**src/rtl/mbe_pkg.sv**
```systemverilog
// ----------------------------------------------------------------------------
// mbe_pkg
// Shared types and constants for the escape-time pixel unit.
// ----------------------------------------------------------------------------
`timescale 1ns / 1ps

package mbe_pkg;

  localparam int COORD_W = 32;
  localparam int PROD_W  = 2 * COORD_W;

  // multiplier row: each cell takes one digit of the second operand
  localparam int DIGIT_W   = 16;
  localparam int NUM_CELLS = COORD_W / DIGIT_W;

  localparam int CFG_IDX_W  = 3;
  localparam int CFG_DATA_W = 32;

  typedef enum logic [CFG_IDX_W-1:0] {
    REG_X_ORIGIN       = 3'd0,
    REG_Y_ORIGIN       = 3'd1,
    REG_X_STEP         = 3'd2,
    REG_Y_STEP         = 3'd3,
    REG_IMAGE_WIDTH    = 3'd4,
    REG_MAX_ITERATIONS = 3'd5
  } cfg_reg_t;

  typedef struct packed {
    logic [11:0] column;
    logic [11:0] row;
  } pixel_in_t;

  typedef struct packed {
    logic [15:0] iteration_count;
    logic [23:0] pixel_index;
  } pixel_out_t;

  // word handed from cell to cell along the multiplier row
  typedef struct packed {
    logic                      valid;
    logic signed [COORD_W-1:0] z_re;
    logic signed [COORD_W-1:0] z_im;
    logic signed [PROD_W-1:0]  acc_rr;
    logic signed [PROD_W-1:0]  acc_ii;
    logic signed [PROD_W-1:0]  acc_ri;
  } mul_stage_t;

endpackage

```
**src/rtl/mbe_mul_cell.sv**
```systemverilog
// ----------------------------------------------------------------------------
// mbe_mul_cell
// One cell of the multiplier row: adds one digit's partial products of
// z_re*z_re, z_im*z_im and z_re*z_im to the running sums.
// ----------------------------------------------------------------------------
`timescale 1ns / 1ps

module mbe_mul_cell #(
  parameter int DIGIT = 0
) (
  input  logic               clk,
  input  logic               rst,
  input  mbe_pkg::mul_stage_t stage_in,
  output mbe_pkg::mul_stage_t stage_out
);
  import mbe_pkg::*;

  localparam int LSB     = DIGIT * DIGIT_W;
  localparam bit TOP_DIG = (DIGIT == NUM_CELLS - 1);

  logic signed [DIGIT_W:0]         dig_re;
  logic signed [DIGIT_W:0]         dig_im;
  logic signed [COORD_W+DIGIT_W:0] pp_rr;
  logic signed [COORD_W+DIGIT_W:0] pp_ii;
  logic signed [COORD_W+DIGIT_W:0] pp_ri;

  logic                      valid;
  logic signed [COORD_W-1:0] z_re;
  logic signed [COORD_W-1:0] z_im;
  logic signed [PROD_W-1:0]  acc_rr;
  logic signed [PROD_W-1:0]  acc_ii;
  logic signed [PROD_W-1:0]  acc_ri;

  // lower digits are unsigned, the top digit carries the sign
  assign dig_re = {(TOP_DIG ? stage_in.z_re[LSB+DIGIT_W-1] : 1'b0),
                   stage_in.z_re[LSB +: DIGIT_W]};
  assign dig_im = {(TOP_DIG ? stage_in.z_im[LSB+DIGIT_W-1] : 1'b0),
                   stage_in.z_im[LSB +: DIGIT_W]};

  assign pp_rr = stage_in.z_re * dig_re;
  assign pp_ii = stage_in.z_im * dig_im;
  assign pp_ri = stage_in.z_re * dig_im;

  always_ff @(posedge clk) begin
    if (rst) begin
      valid <= 1'b0;
    end else begin
      valid <= stage_in.valid;
    end
  end

  always_ff @(posedge clk) begin
    z_re   <= stage_in.z_re;
    z_im   <= stage_in.z_im;
    acc_rr <= stage_in.acc_rr + (PROD_W'(pp_rr) <<< LSB);
    acc_ii <= stage_in.acc_ii + (PROD_W'(pp_ii) <<< LSB);
    acc_ri <= stage_in.acc_ri + (PROD_W'(pp_ri) <<< LSB);
  end

  assign stage_out = '{valid: valid, z_re: z_re, z_im: z_im,
                       acc_rr: acc_rr, acc_ii: acc_ii, acc_ri: acc_ri};

endmodule

```
**config.mk**
```make
export PLATFORM = sky130hd
export DESIGN_NAME = mbe_mul_cell
export DESIGN_NICKNAME = d
export VERILOG_FILES = /design/src/rtl/mbe_pkg.sv /design/src/rtl/mbe_mul_cell.sv
export SDC_FILE = /design/constraint.sdc
export NUM_CORES = 2
export LEC_CHECK = 0
export BUFFER_PORTS_ARGS = -buffer_cell sky130_fd_sc_hd__clkbuf_2
export CAP_MARGIN = 10
export CORE_MARGIN = 3
export CORE_UTILIZATION = 51
export DETAILED_ROUTE_END_ITERATION = 7
export HOLD_SLACK_MARGIN = 0.12
export PLACE_DENSITY = 0.75
export SLEW_MARGIN = 15
export SYNTH_ARGS = -nofsm -noshare
export SYNTH_HDL_FRONTEND = slang
export SYNTH_SLANG_ARGS = --single-unit
```
**constraint.sdc**
```tcl
create_clock -name clk -period 12.5 [get_ports clk]
set_input_delay 2.5 -clock clk [delete_from_list [all_inputs] [get_ports clk]]
set_output_delay 2.5 -clock clk [all_outputs]
set_load 0.05 [all_outputs]
```
==> impl_summary.log <==
[metrics] run status: complete, no violations
[metrics] post-placement setup slack: ~2.1 ns
[metrics] CTS root buf: sky130_fd_sc_hd__clkbuf_16
[metrics] CP Launch Type: primary input
[metrics] quantity of I/O buffers inserted on ports: between 500 and 600
[metrics] total number of placement rows: 137
[metrics] Worst Path Class, Setup: in -> reg
[metrics] via count of the first global-routing pass: roughly 57k
[metrics] buffers inserted during post-CTS setup optimization: 0
[metrics] proportion of synthesized flip-flops having asynchronous set or reset: 0%
[metrics] max_slew headroom: 22.5%
[metrics] synthesized area per cell: 9.12 sq um
[metrics] share of final-layout standard cells stronger than drive strength 1: 8.43%
[metrics] die height: 383 um
[metrics] post-route clock period utilization: 81.1%
[metrics] post-synthesis cell type count: 88
[metrics] capture endpoint of the worst hold path: z_re[29]$_DFF_P_
[metrics] cts bufs inserted: 37
[metrics] number of enable flip-flop cells after synthesis: 0
[metrics] Fin. Hold Viols: 0
[metrics] Area after DPL: between 0.07 and 0.08 sq mm
[metrics] library cell appearing most often on the critical path: sky130_fd_sc_hd__fa_1
[metrics] unrepaired setup endpoints after global routing: no
[metrics] post-synthesis register bit count: 257
[metrics] net count after synthesis: around 10k
[metrics] area of the core: approximately 0.14 sq mm
[metrics] Post-Syn Instances: 7945
[metrics] detailed-route vias per instance: approximately 5.2
[metrics] buffers and inverters on the worst path: 7
[metrics] worst min-delay path category: in -> reg
[metrics] number of remaining DRC errors: 0
[metrics] commonest cells after routing, fill and taps aside: sky130_fd_sc_hd__inv_1, sky130_fd_sc_hd__fa_1, sky130_fd_sc_hd__nand2_1, sky130_fd_sc_hd__and2_1, sky130_fd_sc_hd__clkbuf_2
[metrics] Worst-path clk slew: 0.06 ns
[metrics] number of vias after detailed routing: 52.4k
[metrics] final setup violating endpoints: 0
[metrics] horizontal extent of the die: 383 um
[metrics] Remaining Overflow, GRT: 0
[metrics] first-pass GRT wire length: 300 mm
[metrics] First-pass DRT Iterations: 6
[metrics] clock sink count: 257
[metrics] Mapped Area: 0.0725 sq mm
[metrics] CTS tree: done
[metrics] RD Place Congestion: between 0.9 and 1
[metrics] Routed WL per cell: 18.1 um
[metrics] critical path capture point type: flip-flop
[metrics] sum of negative setup slack: 0 ns
[metrics] part of the Yosys area used for sequential elements: 7.10%
[metrics] initial DRC count: 3096
[metrics] synthesis-to-layout area growth: 7.48%
[metrics] post-route ant nets: 0
[metrics] maximum single-stage delay on the critical path: 0.83 ns
[metrics] total wire length after detailed routing: roughly 180 mm
[metrics] leading cell type in the layout, fill and taps excluded: sky130_fd_sc_hd__inv_1
[metrics] Multi-input gate area: 0.0567 sq mm
[metrics] critical path arrival: 10.65 ns
[metrics] flip-flop cell with the highest count after synthesis: sky130_fd_sc_hd__dfxtp_1
[metrics] number of buffers added to fix hold violations after cts: 0
[metrics] sequential standard cell area: around 0.0051 sq mm
[metrics] Largest delay share family, worst path: adder cells
[metrics] floorplan die area: ~0.15 sq mm
[metrics] maximum clock insertion buffer count: 3
[metrics] slowest cell on the critical path: sky130_fd_sc_hd__clkbuf_2
[metrics] required time worst endpoint: ~13 ns
[metrics] post-layout net count: roughly 11k
[metrics] placed wire-length estimate after detailed placement: 153 mm
[metrics] Max Transition Viols Final: 0
[metrics] Hold Path Depth: 1
[metrics] worst-margin pin slew: 1.16 ns
[metrics] GR Util All Layers: 26.0%
[metrics] post-CTS resize count: 0
[metrics] maximum clock rate: roughly 0.099 GHz
[metrics] H-tree depth: 2
[metrics] total of warnings raised by yosys: 0
[metrics] count of fill cells added during filler insertion: 12.6k
[metrics] I/O pin total: 516
[metrics] pin count of the biggest net entering global routing: 70
[metrics] hold path startpoint: stage_in[253]
[metrics] setup ws final: about 2.4 ns
[metrics] crit path max fanout: 30
[metrics] Layout Cell Area excl Fill: slightly below 0.08 sq mm
[metrics] number of antenna violations at the first check in global routing: 9
[metrics] post-route minimum period: 10.14 ns
[metrics] Max-Cap Viols: 0
[metrics] starting density of the core: between 50% and 60%
[kinds of logic (layout without fill, tap and decap cells)]
group	after synthesis	after routing	synth area share [%]
muxes	2	2	0.0276
AOI/OAI and AO/OA	646	646	5.86
adders and majority gates	2250	2250	57.5
xor gates and xnor gates	247	247	2.99
other	0	2	0
DFF	257	257	7.10
and+or+nand+nor	1709	1709	11.8
buffers and inverters	2834	3159	14.7
[routing by layer]
layer / share of wire [%] / wire (um) / up-vias / GRT usage [%]
li1: - / - / 23278 / -
met1: 39 / 72200 / 27112 / 33.5
met2: 50 / 91700 / 1694 / 44.5
met3: 6.6 / 12200 / 357 / 3.85
met4: 4.2 / 7660 / 4 / 9.60
met5: 0.013 / 24 / - / 0
[state kept, by name, indices dropped and copies added, names as in the netlist]
name and cells:
z_re 32, z_im 32, valid 1, acc_ii 64
acc_ri 64, acc_rr 64
[synthesized netlist by cell type (10+ instances only)]
cell	n	area [sq um]
sky130_fd_sc_hd__xnor2_1	145	1270
sky130_fd_sc_hd__nor3_1	21	105
sky130_fd_sc_hd__nand3_1	31	155
sky130_fd_sc_hd__inv_1	2511	9430
sky130_fd_sc_hd__a31oi_1	36	225
sky130_fd_sc_hd__nand4_1	46	288
sky130_fd_sc_hd__clkbuf_1	304	1140
sky130_fd_sc_hd__a21o_1	105	788
sky130_fd_sc_hd__a211o_1	10	87.6
sky130_fd_sc_hd__ha_1	445	5570
sky130_fd_sc_hd__nor2_1	114	428
sky130_fd_sc_hd__a21oi_1	198	991
sky130_fd_sc_hd__o21ai_1	18	90.1
sky130_fd_sc_hd__nand2b_1	20	125
sky130_fd_sc_hd__a211oi_1	13	97.6
sky130_fd_sc_hd__dfxtp_1	257	5140
sky130_fd_sc_hd__o211ai_1	13	97.6
sky130_fd_sc_hd__fa_1	1799	36000
sky130_fd_sc_hd__nor2b_1	23	144
sky130_fd_sc_hd__xor2_1	102	893
sky130_fd_sc_hd__o21a_1	21	158
sky130_fd_sc_hd__o21bai_1	34	255
sky130_fd_sc_hd__and2_1	658	4120
sky130_fd_sc_hd__o21ai_0	96	480
sky130_fd_sc_hd__a31o_2	17	149
sky130_fd_sc_hd__and3_1	18	113
sky130_fd_sc_hd__and4_1	12	105
sky130_fd_sc_hd__nand2_1	732	2750
[metrics by stage]
step / hold WS, ns / cells / util (%)
after floorplan: 2.53 / 7945 / -
after global placement: 2.62 / 10081 / 54.7
after detailed placement: 2.62 / 10081 / 54.7
after CTS: 1.97 / 10146 / 55.5
after global routing: 2.00 / 10147 / 55.5
final: 2.02 / 10148 / 55.5
[area by class of cell]
| type | count | share of cell area, % |
|---|---|---|
| timing repair buffer | 581 | 3.96 |
| antenna | 2 | 0.00643 |
| inverter | 2513 | 12.1 |
| clock inverter | 21 | 0.292 |
| sequential | 257 | 6.61 |
| multi-input combinational | 4854 | 72.7 |
| tap | 1876 | 3.01 |
| clock buffer | 44 | 1.26 |
[worst max path at each step]
stage | from | to | depth (start not counted)
floorplan | stage_in[224] | acc_rr[58]$_DFF_P_ | 22
global placement | stage_in[203] | acc_ii[62]$_DFF_P_ | 25
detailed placement | stage_in[203] | acc_ii[62]$_DFF_P_ | 25
CTS | stage_in[203] | acc_ii[62]$_DFF_P_ | 25
global route | stage_in[203] | acc_ii[62]$_DFF_P_ | 25
finish | stage_in[203] | acc_ii[62]$_DFF_P_ | 25
Power is left out: the tool's default activity adds up to more than one toggle a clock period on the data nets, which glitch-free logic cannot reach.
